===== config.mk =====
export PLATFORM = sky130hd
export DESIGN_NAME = centered_moving_mean_flat
export DESIGN_NICKNAME = d
export VERILOG_FILES = /design/src/cmm_pkg.sv /design/src/cmm_ifs.sv /design/src/cmm_ring.sv /design/src/cmm_div.sv /design/src/cmm_ctrl.sv /design/src/centered_moving_mean.sv /design/src/flat_wrapper.sv
export SDC_FILE = /design/constraint.sdc
export NUM_CORES = 2
export LEC_CHECK = 0
export BUFFER_PORTS_ARGS = -buffer_cell sky130_fd_sc_hd__buf_2
export CAP_MARGIN = 5
export CORE_UTILIZATION = 49
export DETAILED_ROUTE_END_ITERATION = 8
export HOLD_SLACK_MARGIN = 0.15
export PLACE_DENSITY = 0.74
export SLEW_MARGIN = 40
export SYNTH_ARGS = -nofsm -noshare
export SYNTH_HDL_FRONTEND = slang
export SYNTH_SLANG_ARGS = --single-unit

===== constraint.sdc =====
create_clock -name clk -period 13.15 [get_ports clk]
set_input_delay 0.6575 -clock clk [delete_from_list [all_inputs] [get_ports clk]]
set_output_delay 0.6575 -clock clk [all_outputs]
set_load 0.02 [all_outputs]

===== src/cmm_pkg.sv =====
`timescale 1ns / 1ps
// ----------------------------------------------------------------------------
// cmm_pkg
// Shared constants, state encoding and control structs for the centered
// moving mean block.
// ----------------------------------------------------------------------------
package cmm_pkg;

    localparam int SAMPLE_WIDTH_DEF = 32;
    localparam int MAX_WINDOW       = 127;
    localparam int RING_DEPTH       = 128;
    localparam int RING_AW          = $clog2(RING_DEPTH);
    localparam int WIN_W            = 7;
    localparam int POS_W            = 8;
    localparam int CNT_W            = 8;
    localparam int K_W              = POS_W + 1;
    localparam int MAX_RESULTS      = 64;
    localparam int NOUT_W           = $clog2(MAX_RESULTS + 1);
    localparam int SUM_EXTRA        = 8;

    localparam logic [WIN_W-1:0] WIN_RESET = WIN_W'(11);

    typedef enum logic [2:0] {
        ST_IDLE,
        ST_CHECK,
        ST_PLAN,
        ST_READ,
        ST_DRAIN,
        ST_DSTART,
        ST_DWAIT,
        ST_PUSH
    } cmm_state_t;

    typedef struct packed {
        logic               wr_en;
        logic               wr_ok;
        logic [RING_AW-1:0] wr_addr;
        logic               clear;
        logic [RING_AW-1:0] rd_addr;
    } cmm_ring_ctl_t;

    typedef struct packed {
        logic push;
        logic mean_valid;
        logic last;
    } cmm_res_flags_t;

endpackage


===== src/cmm_ifs.sv =====
`timescale 1ns / 1ps
// ----------------------------------------------------------------------------
// cmm_ifs
// Valid/ready channel interfaces: sample input, result output and the
// window length configuration write.
// ----------------------------------------------------------------------------
interface cmm_sample_if #(
    parameter int SAMPLE_WIDTH = 32
);
    logic                           valid;
    logic                           ready;
    logic signed [SAMPLE_WIDTH-1:0] sample;
    logic                           sample_valid;
    logic                           last_sample;

    modport source (output valid, output sample, output sample_valid,
                    output last_sample, input ready);
    modport sink   (input valid, input sample, input sample_valid,
                    input last_sample, output ready);
endinterface

interface cmm_result_if #(
    parameter int SAMPLE_WIDTH = 32
);
    logic                           valid;
    logic                           ready;
    logic signed [SAMPLE_WIDTH-1:0] mean;
    logic                           mean_valid;
    logic                           last_result;

    modport source (output valid, output mean, output mean_valid,
                    output last_result, input ready);
    modport sink   (input valid, input mean, input mean_valid,
                    input last_result, output ready);
endinterface

interface cmm_cfg_if;
    logic       valid;
    logic       ready;
    logic [6:0] window_length;

    modport source (output valid, output window_length, input ready);
    modport sink   (input valid, input window_length, output ready);
endinterface


===== src/cmm_ring.sv =====
`timescale 1ns / 1ps
// ----------------------------------------------------------------------------
// cmm_ring
// Sample ring: value memory with registered read, plus per-entry valid
// flags that reset or a sequence restart clears at once.
// ----------------------------------------------------------------------------
module cmm_ring #(
    parameter int SAMPLE_WIDTH = cmm_pkg::SAMPLE_WIDTH_DEF
) (
    input  logic                           clk,
    input  logic                           rst_n,
    input  cmm_pkg::cmm_ring_ctl_t         ctl,
    input  logic signed [SAMPLE_WIDTH-1:0] wr_data,
    output logic signed [SAMPLE_WIDTH-1:0] rd_data,
    output logic                           rd_ok
);
    import cmm_pkg::*;

    logic signed [SAMPLE_WIDTH-1:0] mem [RING_DEPTH];
    logic [RING_DEPTH-1:0]          ok_reg;
    logic signed [SAMPLE_WIDTH-1:0] rd_data_reg;
    logic                           rd_ok_reg;

    always_ff @(posedge clk)
    begin
        if (ctl.wr_en)
        begin
            mem[ctl.wr_addr] <= wr_data;
        end
        rd_data_reg <= mem[ctl.rd_addr];
    end

    always_ff @(posedge clk or negedge rst_n)
    begin
        if (!rst_n)
        begin
            ok_reg    <= '0;
            rd_ok_reg <= 1'b0;
        end
        else
        begin
            rd_ok_reg <= ok_reg[ctl.rd_addr];
            if (ctl.clear)
            begin
                ok_reg <= '0;
            end
            else if (ctl.wr_en)
            begin
                ok_reg[ctl.wr_addr] <= ctl.wr_ok;
            end
        end
    end

    assign rd_data = rd_data_reg;
    assign rd_ok   = rd_ok_reg;

endmodule


===== src/cmm_div.sv =====
`timescale 1ns / 1ps
// ----------------------------------------------------------------------------
// cmm_div
// Serial signed divider, one quotient bit per cycle, truncating toward zero.
// ----------------------------------------------------------------------------
module cmm_div #(
    parameter int SAMPLE_WIDTH = cmm_pkg::SAMPLE_WIDTH_DEF
) (
    input  logic                                               clk,
    input  logic                                               rst_n,
    input  logic                                               start,
    input  logic signed [SAMPLE_WIDTH+cmm_pkg::SUM_EXTRA-1:0]  dividend,
    input  logic [cmm_pkg::CNT_W-1:0]                          divisor,
    output logic                                               done,
    output logic signed [SAMPLE_WIDTH-1:0]                     quotient
);
    import cmm_pkg::*;

    localparam int SUM_W  = SAMPLE_WIDTH + SUM_EXTRA;
    localparam int STEP_W = $clog2(SUM_W + 1);

    logic                busy_reg;
    logic                done_reg;
    logic [STEP_W-1:0]   step_reg;
    logic                neg_reg;
    logic [SUM_W-1:0]    q_reg;
    logic [CNT_W-1:0]    rem_reg;
    logic [CNT_W-1:0]    div_reg;
    logic [CNT_W:0]      trial;
    logic                fits;
    logic [SUM_W-1:0]    mag;
    logic [SUM_W-1:0]    q_signed;

    assign mag   = dividend[SUM_W-1] ? (~dividend + 1'b1) : dividend;
    assign trial = {rem_reg, q_reg[SUM_W-1]};
    assign fits  = trial >= {1'b0, div_reg};

    always_ff @(posedge clk or negedge rst_n)
    begin
        if (!rst_n)
        begin
            busy_reg <= 1'b0;
            done_reg <= 1'b0;
            step_reg <= '0;
        end
        else
        begin
            done_reg <= 1'b0;
            if (start)
            begin
                busy_reg <= 1'b1;
                step_reg <= STEP_W'(SUM_W);
            end
            else if (busy_reg)
            begin
                step_reg <= step_reg - 1'b1;
                if (step_reg == STEP_W'(1))
                begin
                    busy_reg <= 1'b0;
                    done_reg <= 1'b1;
                end
            end
        end
    end

    always_ff @(posedge clk)
    begin
        if (start)
        begin
            q_reg   <= mag;
            rem_reg <= '0;
            div_reg <= divisor;
            neg_reg <= dividend[SUM_W-1];
        end
        else if (busy_reg)
        begin
            q_reg   <= {q_reg[SUM_W-2:0], fits};
            rem_reg <= fits ? CNT_W'(trial - {1'b0, div_reg}) : trial[CNT_W-1:0];
        end
    end

    assign q_signed = neg_reg ? (~q_reg + 1'b1) : q_reg;
    assign quotient = q_signed[SAMPLE_WIDTH-1:0];
    assign done     = done_reg;

endmodule


===== src/cmm_ctrl.sv =====
`timescale 1ns / 1ps
// ----------------------------------------------------------------------------
// cmm_ctrl
// Sequencer: stores each sample, decides which positions are due, sums
// their windows one ring entry per cycle and runs the divider.
// ----------------------------------------------------------------------------
module cmm_ctrl #(
    parameter int SAMPLE_WIDTH = cmm_pkg::SAMPLE_WIDTH_DEF
) (
    input  logic                           clk,
    input  logic                           rst_n,
    input  logic [cmm_pkg::WIN_W-1:0]      window_length,
    input  logic                           in_valid,
    output logic                           in_ready,
    input  logic                           in_ok,
    input  logic                           in_last,
    output cmm_pkg::cmm_ring_ctl_t         ring_ctl,
    input  logic signed [SAMPLE_WIDTH-1:0] ring_data,
    input  logic                           ring_ok,
    output logic                           div_start,
    output logic signed [SAMPLE_WIDTH+cmm_pkg::SUM_EXTRA-1:0] div_dividend,
    output logic [cmm_pkg::CNT_W-1:0]      div_divisor,
    input  logic                           div_done,
    input  logic signed [SAMPLE_WIDTH-1:0] div_quotient,
    input  logic                           out_free,
    output cmm_pkg::cmm_res_flags_t        res_flags,
    output logic signed [SAMPLE_WIDTH-1:0] res_mean
);
    import cmm_pkg::*;

    localparam int SUM_W = SAMPLE_WIDTH + SUM_EXTRA;

    cmm_state_t state_reg, state_next;

    logic [RING_AW-1:0]       head_reg;
    logic [POS_W-1:0]         seen_reg;
    logic [POS_W-1:0]         next_pos_reg;
    logic [POS_W-1:0]         pending_reg;
    logic                     long_reg;
    logic                     last_reg;
    logic [NOUT_W-1:0]        nout_reg;
    logic [K_W-1:0]           k_reg;
    logic [K_W-1:0]           k_end_reg;
    logic                     acc_reg;
    logic signed [SUM_W-1:0]  sum_reg;
    logic [CNT_W-1:0]         cnt_reg;
    logic signed [SAMPLE_WIDTH-1:0] mean_reg;

    logic [WIN_W-1:0]         win;
    logic [WIN_W-1:0]         left;
    logic [WIN_W-1:0]         right;
    logic [POS_W-1:0]         seen_inc;
    logic [POS_W-1:0]         d;
    logic [POS_W-1:0]         p;
    logic [WIN_W-1:0]         reach_back;
    logic [WIN_W-1:0]         after;
    logic                     due;
    logic                     accept;
    logic [RING_AW-1:0]       newest;

    always_comb
    begin
        win = window_length;
        if (win == '0)
        begin
            win = WIN_W'(1);
        end
        if (win > WIN_W'(MAX_WINDOW))
        begin
            win = WIN_W'(MAX_WINDOW);
        end
    end

    assign left     = win >> 1;
    assign right    = win - left - 1'b1;
    assign seen_inc = seen_reg + 1'b1;
    assign accept   = in_valid && in_ready;
    assign newest   = head_reg - 1'b1;

    assign d          = pending_reg - 1'b1;
    assign p          = seen_reg - 1'b1 - d;
    assign reach_back = (!long_reg && (p < {1'b0, left})) ? p[WIN_W-1:0] : left;
    assign after      = (d < {1'b0, right}) ? d[WIN_W-1:0] : right;

    assign due = (nout_reg < NOUT_W'(MAX_RESULTS)) &&
                 (last_reg ? (pending_reg != '0) : (pending_reg > {1'b0, right}));

    // next state
    always_comb
    begin
        state_next = state_reg;
        case (state_reg)
            ST_IDLE:   if (in_valid) state_next = ST_CHECK;
            ST_CHECK:  state_next = due ? ST_PLAN : ST_IDLE;
            ST_PLAN:   state_next = ST_READ;
            ST_READ:   if (k_reg == k_end_reg) state_next = ST_DRAIN;
            ST_DRAIN:  state_next = ST_DSTART;
            ST_DSTART: state_next = (cnt_reg == '0) ? ST_PUSH : ST_DWAIT;
            ST_DWAIT:  if (div_done) state_next = ST_PUSH;
            ST_PUSH:   if (out_free) state_next = ST_CHECK;
            default:   state_next = ST_IDLE;
        endcase
    end

    // outputs
    always_comb
    begin
        in_ready         = 1'b0;
        ring_ctl.wr_en   = 1'b0;
        ring_ctl.wr_ok   = in_ok;
        ring_ctl.wr_addr = head_reg;
        ring_ctl.clear   = 1'b0;
        ring_ctl.rd_addr = newest - k_reg[RING_AW-1:0];
        div_start        = 1'b0;
        res_flags.push       = 1'b0;
        res_flags.mean_valid = cnt_reg != '0;
        res_flags.last       = last_reg && (pending_reg == POS_W'(1));
        case (state_reg)
            ST_IDLE:
            begin
                in_ready       = 1'b1;
                ring_ctl.wr_en = in_valid;
            end
            ST_CHECK:  ring_ctl.clear = !due && last_reg;
            ST_DSTART: div_start = cnt_reg != '0;
            ST_PUSH:   res_flags.push = out_free;
            default:   ;
        endcase
    end

    assign div_dividend = sum_reg;
    assign div_divisor  = cnt_reg;
    assign res_mean     = mean_reg;

    always_ff @(posedge clk or negedge rst_n)
    begin
        if (!rst_n)
        begin
            state_reg    <= ST_IDLE;
            head_reg     <= '0;
            seen_reg     <= '0;
            next_pos_reg <= '0;
            pending_reg  <= '0;
            long_reg     <= 1'b0;
            last_reg     <= 1'b0;
            nout_reg     <= '0;
            acc_reg      <= 1'b0;
        end
        else
        begin
            state_reg <= state_next;
            acc_reg   <= state_reg == ST_READ;
            if (accept)
            begin
                head_reg    <= head_reg + 1'b1;
                seen_reg    <= seen_inc;
                pending_reg <= seen_inc - next_pos_reg;
                last_reg    <= in_last;
                nout_reg    <= '0;
                if (seen_inc[POS_W-1] || (seen_inc == '0))
                begin
                    long_reg <= 1'b1;
                end
            end
            if (ring_ctl.clear)
            begin
                head_reg     <= '0;
                seen_reg     <= '0;
                next_pos_reg <= '0;
                long_reg     <= 1'b0;
            end
            if (res_flags.push)
            begin
                pending_reg  <= pending_reg - 1'b1;
                nout_reg     <= nout_reg + 1'b1;
                next_pos_reg <= next_pos_reg + 1'b1;
            end
        end
    end

    always_ff @(posedge clk)
    begin
        case (state_reg)
            ST_PLAN:
            begin
                k_reg     <= {1'b0, d} - K_W'(after);
                k_end_reg <= {1'b0, d} + K_W'(reach_back);
                sum_reg   <= '0;
                cnt_reg   <= '0;
            end
            ST_READ:
            begin
                k_reg <= k_reg + 1'b1;
            end
            ST_DSTART:
            begin
                mean_reg <= '0;
            end
            ST_DWAIT:
            begin
                if (div_done)
                begin
                    mean_reg <= div_quotient;
                end
            end
            default: ;
        endcase
        if (acc_reg && ring_ok)
        begin
            sum_reg <= sum_reg + {{(SUM_W-SAMPLE_WIDTH){ring_data[SAMPLE_WIDTH-1]}},
                                  ring_data};
            cnt_reg <= cnt_reg + 1'b1;
        end
    end

endmodule


===== src/centered_moving_mean.sv =====
`timescale 1ns / 1ps
// ----------------------------------------------------------------------------
// centered_moving_mean
// Centered moving mean of gapped samples over a 128-entry ring, with a
// serial divider; the last sample of a sequence flushes pending positions.
// ----------------------------------------------------------------------------
//  channel   dir  payload                                  transfer when
//  samples   in   sample, sample_valid, last_sample        valid & ready
//  results   out  mean, mean_valid, last_result            valid & ready
//  cfg       in   window_length                            valid & ready
//
//  Per result: ring reads of the window, one entry per cycle (up to 127),
//  then the serial divider and the push step. samples.ready is high only
//  while the sequencer is idle; an item with no due position returns to
//  idle from the check step. A stalled results channel holds the sequencer
//  at its push step. Reset clears all ring flags at once.
// ----------------------------------------------------------------------------
module centered_moving_mean #(
    parameter int SAMPLE_WIDTH = cmm_pkg::SAMPLE_WIDTH_DEF
) (
    input  logic                clk,
    input  logic                rst_n,
    cmm_sample_if.sink          samples,
    cmm_result_if.source        results,
    cmm_cfg_if.sink             cfg
);
    import cmm_pkg::*;

    localparam int SUM_W = SAMPLE_WIDTH + SUM_EXTRA;

    logic [WIN_W-1:0]               win_len_reg;
    logic                           out_valid_reg;
    logic signed [SAMPLE_WIDTH-1:0] out_mean_reg;
    logic                           out_mvalid_reg;
    logic                           out_last_reg;
    logic                           out_free;

    cmm_ring_ctl_t                  ring_ctl;
    logic signed [SAMPLE_WIDTH-1:0] ring_data;
    logic                           ring_ok;
    logic                           div_start;
    logic signed [SUM_W-1:0]        div_dividend;
    logic [CNT_W-1:0]               div_divisor;
    logic                           div_done;
    logic signed [SAMPLE_WIDTH-1:0] div_quotient;
    cmm_res_flags_t                 res_flags;
    logic signed [SAMPLE_WIDTH-1:0] res_mean;

    assign cfg.ready = 1'b1;
    assign out_free  = !out_valid_reg || results.ready;

    always_ff @(posedge clk or negedge rst_n)
    begin
        if (!rst_n)
        begin
            win_len_reg   <= WIN_RESET;
            out_valid_reg <= 1'b0;
        end
        else
        begin
            if (cfg.valid)
            begin
                win_len_reg <= cfg.window_length;
            end
            if (res_flags.push)
            begin
                out_valid_reg <= 1'b1;
            end
            else if (results.ready)
            begin
                out_valid_reg <= 1'b0;
            end
        end
    end

    always_ff @(posedge clk)
    begin
        if (res_flags.push)
        begin
            out_mean_reg   <= res_mean;
            out_mvalid_reg <= res_flags.mean_valid;
            out_last_reg   <= res_flags.last;
        end
    end

    assign results.valid       = out_valid_reg;
    assign results.mean        = out_mean_reg;
    assign results.mean_valid  = out_mvalid_reg;
    assign results.last_result = out_last_reg;

    cmm_ring #(
        .SAMPLE_WIDTH (SAMPLE_WIDTH)
    ) u_ring (
        .clk     (clk),
        .rst_n   (rst_n),
        .ctl     (ring_ctl),
        .wr_data (samples.sample),
        .rd_data (ring_data),
        .rd_ok   (ring_ok)
    );

    cmm_div #(
        .SAMPLE_WIDTH (SAMPLE_WIDTH)
    ) u_div (
        .clk      (clk),
        .rst_n    (rst_n),
        .start    (div_start),
        .dividend (div_dividend),
        .divisor  (div_divisor),
        .done     (div_done),
        .quotient (div_quotient)
    );

    cmm_ctrl #(
        .SAMPLE_WIDTH (SAMPLE_WIDTH)
    ) u_ctrl (
        .clk           (clk),
        .rst_n         (rst_n),
        .window_length (win_len_reg),
        .in_valid      (samples.valid),
        .in_ready      (samples.ready),
        .in_ok         (samples.sample_valid),
        .in_last       (samples.last_sample),
        .ring_ctl      (ring_ctl),
        .ring_data     (ring_data),
        .ring_ok       (ring_ok),
        .div_start     (div_start),
        .div_dividend  (div_dividend),
        .div_divisor   (div_divisor),
        .div_done      (div_done),
        .div_quotient  (div_quotient),
        .out_free      (out_free),
        .res_flags     (res_flags),
        .res_mean      (res_mean)
    );

endmodule

===== src/flat_wrapper.sv =====
// flat-port wrapper written by rule: the top's interface ports become plain ports
module centered_moving_mean_flat import cmm_pkg::*;
#(
    parameter int SAMPLE_WIDTH = cmm_pkg::SAMPLE_WIDTH_DEF
)
  (clk, rst_n, samples_valid, samples_sample, samples_sample_valid, samples_last_sample, samples_ready, results_valid, results_mean, results_mean_valid, results_last_result, results_ready, cfg_valid, cfg_window_length, cfg_ready);
  cmm_sample_if #(.SAMPLE_WIDTH(SAMPLE_WIDTH)) samples_i ();
  cmm_result_if #(.SAMPLE_WIDTH(SAMPLE_WIDTH)) results_i ();
  cmm_cfg_if cfg_i ();
  input  logic clk;
  input  logic rst_n;
  input wire logic [$bits(samples_i.valid)-1:0] samples_valid;
  input wire logic [$bits(samples_i.sample)-1:0] samples_sample;
  input wire logic [$bits(samples_i.sample_valid)-1:0] samples_sample_valid;
  input wire logic [$bits(samples_i.last_sample)-1:0] samples_last_sample;
  output wire logic [$bits(samples_i.ready)-1:0] samples_ready;
  output wire logic [$bits(results_i.valid)-1:0] results_valid;
  output wire logic [$bits(results_i.mean)-1:0] results_mean;
  output wire logic [$bits(results_i.mean_valid)-1:0] results_mean_valid;
  output wire logic [$bits(results_i.last_result)-1:0] results_last_result;
  input wire logic [$bits(results_i.ready)-1:0] results_ready;
  input wire logic [$bits(cfg_i.valid)-1:0] cfg_valid;
  input wire logic [$bits(cfg_i.window_length)-1:0] cfg_window_length;
  output wire logic [$bits(cfg_i.ready)-1:0] cfg_ready;
  assign samples_i.valid = samples_valid;
  assign samples_i.sample = samples_sample;
  assign samples_i.sample_valid = samples_sample_valid;
  assign samples_i.last_sample = samples_last_sample;
  assign samples_ready = samples_i.ready;
  assign results_valid = results_i.valid;
  assign results_mean = results_i.mean;
  assign results_mean_valid = results_i.mean_valid;
  assign results_last_result = results_i.last_result;
  assign results_i.ready = results_ready;
  assign cfg_i.valid = cfg_valid;
  assign cfg_i.window_length = cfg_window_length;
  assign cfg_ready = cfg_i.ready;
  centered_moving_mean #(.SAMPLE_WIDTH(SAMPLE_WIDTH)) u_core (.clk(clk), .rst_n(rst_n), .samples(samples_i), .results(results_i), .cfg(cfg_i));
endmodule

; ---- Word-level counts from Yosys, hierarchy flattened
; Memories as Yosys holds them, arrays and structs flattened. A register that Yosys moved wholly into a read port is not among the register bits.
; Index checks and enable logic that the tools add are counted.
[word_totals]
register_bits = 378
latch_bits = 0
mem_bits_rw = 4096
rom_bits = 0
in_bits = 46
out_inout_bits = 37
word_cells = 167
n_memories = 1
[mem_list]
columns = memory, words, word_bits, read_ports, rd_ports_with_merged_regs, wr, line
row1 = u_core.u_ring.mem, 128, 32, 1, 1, 1, cmm_ring.sv:19  ; logic signed [SAMPLE_WIDTH-1:0] mem [RING_DEPTH];
[op_classes]
add_sub_neg = 21
mul = 0
n_div = 0
n_lt_le_gt_ge = 9
eq_ne = 14
shift = 0
n_mux = 61
bitwise = 2
n_reduce_logical = 31
[op_table]
columns = op, n
row1 = 128-bit two-way mux, 2
row2 = 40-bit two-way mux, 5
row3 = 128-bit bitwise mux, 1
row4 = 8-bit two-way mux, 9
row5 = 32-bit two-way mux, 2
row6 = 32-bit one-hot mux with 2 select lines, 1
row7 = 7-bit two-way mux, 8
row8 = 40-bit by 1-bit adder with 40-bit output (second input constant), 1
row9 = 40-bit adder, 1
row10 = 40-bit inverter, 1
row11 = 32-bit by 1-bit adder with 32-bit output (second input constant), 1
row12 = 32-bit inverter, 1
row13 = 8-bit by 1-bit adder with 8-bit output (second input constant), 3
row14 = 3-bit one-hot mux with 8 select lines, 1
row15 = 8-bit subtractor, 3
row16 = 1-bit two-way mux, 22
row17 = 2-bit nonzero test, 10
row18 = 9-bit one-hot mux with 2 select lines, 1
row19 = 8-bit logical NOT, 2
row20 = 7-bit by 8-bit < comparator with 1-bit output (second input constant), 2
row21 = 8-bit nonzero test, 2
row22 = 8-bit by 1-bit subtractor with 8-bit output (second input constant), 2
row23 = 7-bit by 1-bit adder with 7-bit output (second input constant), 2
row24 = 7-bit by 1-bit subtractor with 7-bit output (second input constant), 2
row25 = other kinds (33), 53

; ---- Depth between registers and ports, before layout
[logic_depth]
word_depth = 14
depth_mapped = 24
mapped_depth_nobuf = 24

; ---- Modules after synthesis
; A second synthesis with hierarchy kept.
[hier_totals]
hier_cells = 8212
area_unflattened_um2 = 178974.2
[by_module_without_submodules]
columns = module, instances, cells_each, area_each_um2
row1 = cmm_ring, 1, 6617, 162748.6
row2 = cmm_ctrl, 1, 1080, 10426.2
row3 = cmm_div, 1, 461, 4434.3
row4 = centered_moving_mean, 1, 54, 1365.1

; ---- Worst setup path before layout
; Ideal clock, no wire load.
[synth_path]
path_kind = register to register
from = register u_core.u_ctrl.state_reg[1]
to = register u_core.u_ring.ok_reg[126]
setup_time_ns = 0.132
arrival_ns = 5.507
required_time_ns = 13.018
path_slack_ns = 7.511
stages_incl_launch_ff = 10
n_path_buf = 2
synth_period_minus_slack_ns = 5.639
cell_sequence = dfrtp_1 > clkbuf_1 > nor3_1 > nand2_1 > clkbuf_1 > nor2_1 > nand3_1 > nor4_1 > mux2i_1 > nor2_1
[synth_via]
elab_chain_cells = 3
elab_cells_between_ends = 6
[synth_lines]
columns = item, line
row1 = from (decl), cmm_ctrl.sv:33  ; cmm_state_t state_reg, state_next;
row2 = from (signal assigned), cmm_ctrl.sv:151  ; state_reg <= state_next;
row3 = 3-bit by 1-bit equality test with 1-bit output / 3-bit logical NOT (equally long branches), cmm_ctrl.sv:118  ; case (state_reg)
row4 = 1-bit two-way mux, cmm_ctrl.sv:118
row5 = 128-bit two-way mux / 2-bit nonzero test (equally long branches), -
row6 = "to (signal, indexed assignment)", cmm_ring.sv:49  ; ok_reg[ctl.wr_addr] <= ctl.wr_ok;
row7 = to (decl), cmm_ring.sv:20  ; logic [RING_DEPTH-1:0] ok_reg;
; Several ways; a longest one is shown, not always the timed one.
; A chain may end at the register's enable or synchronous reset.

; ---- Worst setup path after layout
[layout_path]
from = register u_core.u_ctrl.head_reg[1]
to = register u_core.u_ring.rd_data_reg[2] (netlist: u_core.u_ring.rd_data[2]) (read register of u_core.u_ring.mem)
[layout_via]
elab_chain_cells = 2
[layout_lines]
columns = item, line
row1 = from (decl), cmm_ctrl.sv:35  ; logic [RING_AW-1:0] head_reg;
row2 = from (signal assigned), cmm_ctrl.sv:155  ; head_reg <= head_reg + 1'b1;
row3 = 7-bit by 1-bit subtractor with 7-bit output, cmm_ctrl.sv:78  ; assign newest = head_reg - 1'b1;
row4 = 7-bit subtractor, cmm_ctrl.sv:113  ; ring_ctl.rd_addr = newest - k_reg[RING_AW-1:0];
row5 = to (decl), cmm_ring.sv:21  ; logic signed [SAMPLE_WIDTH-1:0] rd_data_reg;
; Every way passes these cells.

==> flow_summary_export.csv <==
group,metric,value,unit
global_route,grt_pass1_wl,652000,µm
synth,ys_ff_latch,4506,
floorplanning,die_w,606,µm
synth,synth_most_common_cell,"edfxtp_1",
placed_design,placed_area,187000,µm²
route,drc,0,
critical_path,crit_arrival,7.51,ns
sta,finalSetupViolCount,0,
finish,area_delta_synth_final,12.5,%
critical_path,critPathLaunchType,"register",
worst_hold_path,hold_path_class,"primary input to register",
route,drt_iter0_drc,13900,
sta,min_period,6.66,ns
clocking,cts_setup_buffers,0,
floorplanning,core,363000,µm²
synth,syn-num-nets,8517,
synth,netlist_top_cells_area,"edfxtp_1 (72%), mux4_2 (17%), dfrtp_1 (2.6%), mux2i_1 (1.3%), ha_1 (0.83%)",
synth,synth_top_family_by_area,"multiplexers",
placed_design,pre_cts_ws,6.46,ns
synth,synth_edf_count,4277,
worst_hold_path,holdPathEnd,"u_core.u_ring.mem[84][3]$_DFFE_PP_",
critical_path,crit_start,"u_core.u_ctrl.head_reg[1]$_DFFE_PN0P_",
sta,worst_pin_slew,0.942,ns
sta,max-slew-margin-rel,35.4,%
clocking,cts_made_buffers,420,
global_route,antenna_found_initial,31,
flow_run,cap_viol_max_count,0,
floorplanning,initial_core_util,49.3,%
route,drtPass1Iterations,8,
synth,synth_common_cells,"edfxtp_1 (4277), mux4_2 (1320), clkbuf_1 (323)",
worst_hold_path,worstHoldStart,"samples_sample[3]",
global_route,track_usage,24.9,%
critical_path,rr_worst_depth,9,
clocking,numClockSinks,4506,
worst_hold_path,holdPathStages,1,
clocking,cts.clk_slew.worst_paths,0.07,ns
clocking,root_buffer,"clkbuf_16",
clocking,htreeDepth,5,
finish,regArea,134000,µm²
placed_design,port_buffers,81,
placed_design,dp_hpwl,243000,µm
sta,setup_tns,0,ns
synth,synthFlopType,"edfxtp_1",
floorplanning,num_rows,221,
global_route,grt_max_degree,126,
synth,seq_area_frac_synth,74.9,%
finish,fin_area,201000,µm²
critical_path,r2r_setup_slack,6.49,ns
clocking,clock_latency,1.00,ns
synth,synthMuxAreaShare,18.2,%
synth,synth-xor-area-share,0.910,%
synth,synth_largest_area_cell,"edfxtp_1",
route,postRouteAntennaNets,0,
critical_path,cp_max_fo,123,
critical_path,r2r-end,"u_core.u_ring.rd_data[2]$_DFF_P_",
clocking,cts.repair.resized,0,
clocking,clk_path_buf_depth,4,
synth,ys.warnings.count,0,
global_route,grt_pass1_vias,90000,
finish,largest_register_ffs,4096,
synth,synthAdderAreaFrac,0.927,%
synth,synth-compound-area-share,1.98,%
placed_design,gp_congestion,0.841,
synth,synthSimpleGateAreaFrac,1.98,%
sta,fmax,0.150,GHz
finish,fill_cells,25700,
finish,multi_input_area,44200,µm²
sta,fin_ws,6.49,ns
finish,drive_gt1_share,27.8,%
sta,finalClockSkew,0.0539,ns
critical_path,worstPathRequired,14.01,ns
finish,nets,8852,
critical_path,end_kind,"register",
critical_path,r2r_start,"u_core.u_ctrl.head_reg[1]$_DFFE_PN0P_",
synth,synthesis.instances,8344,
synth,syn-mean-instance-area,21.4,µm²
synth,ys_types,82,
sta,rsz0062_at_grt,"no",
route,wl,462000,µm
route,via_per_inst,6.49,
critical_path,path_class,"register to register",
route,vias,89900,
floorplanning,dieArea,368000,µm²
sta,drv_slew,0,
global_route,overflow,0,
floorplanning,die_height,606,µm
synth,synth.top_cell.area_share,71.8,%
sta,timing.final.crit_share,50.6,%
route,routedWlPerCell,33.4,µm
clocking,cts_tree,"done",
floorplanning,io-pin-count,83,
run_status,status,"complete, no violations",
synth,syn-cell-area,179000,µm²
sta,hold_violations,0,
synth,async_reset_ff_share,4.19,%
==> cells by family after synthesis <==
| kind of cell | Yosys count |
|---|---|
| AO/OA/AOI/OAI | 618 |
| flip-flops | 4506 |
| AND/OR/NAND/NOR | 785 |
| adder cells (fa/ha/maj) | 128 |
| other | 2 |
| buffers and inverters | 526 |
| XOR/XNOR | 186 |
| multiplexers | 1593 |
==> area by class of cell <==
class	count	share of cell area (%)
well taps	4794	2.98
inverters	79	0.149
multi-input cells	3312	21.9
clock inverters	253	1.19
clock buffers	526	5.55
flip-flops and latches	4506	66.5
diodes	15	0.0186
repair buffers	360	1.63
==> worst max-delay path: stages, from the launching register on <==
cell and delay, ns:
dfrtp_1 0.55, clkinv_1 0.42, fa_4 1.43, buf_4 0.78, buf_12 0.61, mux4_2 0.46, mux4_2 0.51, mux2i_2 0.74
mux2i_1 0.41, mux2_2 0.39
==> worst max-delay path by stage <==
stage / cells after the start / end
2_1_floorplan: 9 / u_core.u_ring.ok_reg[126]$_DFFE_PN0P_
3_3_place_gp: 9 / u_core.u_ring.rd_data[30]$_DFF_P_
3_5_place_dp: 9 / u_core.u_ring.rd_data[29]$_DFF_P_
4_1_cts: 9 / u_core.u_ring.rd_data[26]$_DFF_P_
5_1_grt: 10 / u_core.u_ring.rd_data[28]$_DFF_P_
6_report: 9 / u_core.u_ring.rd_data[2]$_DFF_P_
==> layer usage <==
metal  up-vias  global-route usage (%)  wire (µm)
met3       866                    5.17      52000
li1      35400                       -          -
met1     47600                    33.6     168000
met2      6002                    40.4     224000
met4        24                    9.23      18300
met5         -                       0        156
==> layout by cell type (no fill, tap or decap), types with 77 or more instances in the layout <==
| cell | synthesis | routed |
|---|---|---|
| nor2_4 | 0 | 118 |
| nor2_1 | 275 | 155 |
| xor2_1 | 109 | 108 |
| clkinv_1 | 1 | 92 |
| inv_1 | 77 | 77 |
| buf_4 | 1 | 220 |
| ha_1 | 119 | 118 |
| o21ai_0 | 256 | 255 |
| dfrtp_1 | 186 | 185 |
| a21oi_1 | 203 | 203 |
| nand2_1 | 261 | 257 |
| edfxtp_1 | 4277 | 4277 |
| clkbuf_1 | 323 | 89 |
| clkbuf_16 | 0 | 429 |
| mux2i_1 | 227 | 199 |
| mux4_2 | 1320 | 1320 |
==> per-stage QoR <==
step,instances,util (%),hold WS [ns]
2_1_floorplan,8344,-,0.362
3_3_place_gp,13000,51.4,0.405
3_5_place_dp,13000,51.6,0.405
4_1_cts,13800,55.4,0.150
5_1_grt,13800,55.5,0.204
6_report,13800,55.5,0.196
==> repair_timing <==
action	CTS	global route
setup endpoints to repair	0	0
endpoints found under the hold margin	274	0
hold buffers	30	0
Power is not shown: default switching activity piles up to over one toggle a cycle in this logic, so the estimate is an artifact.
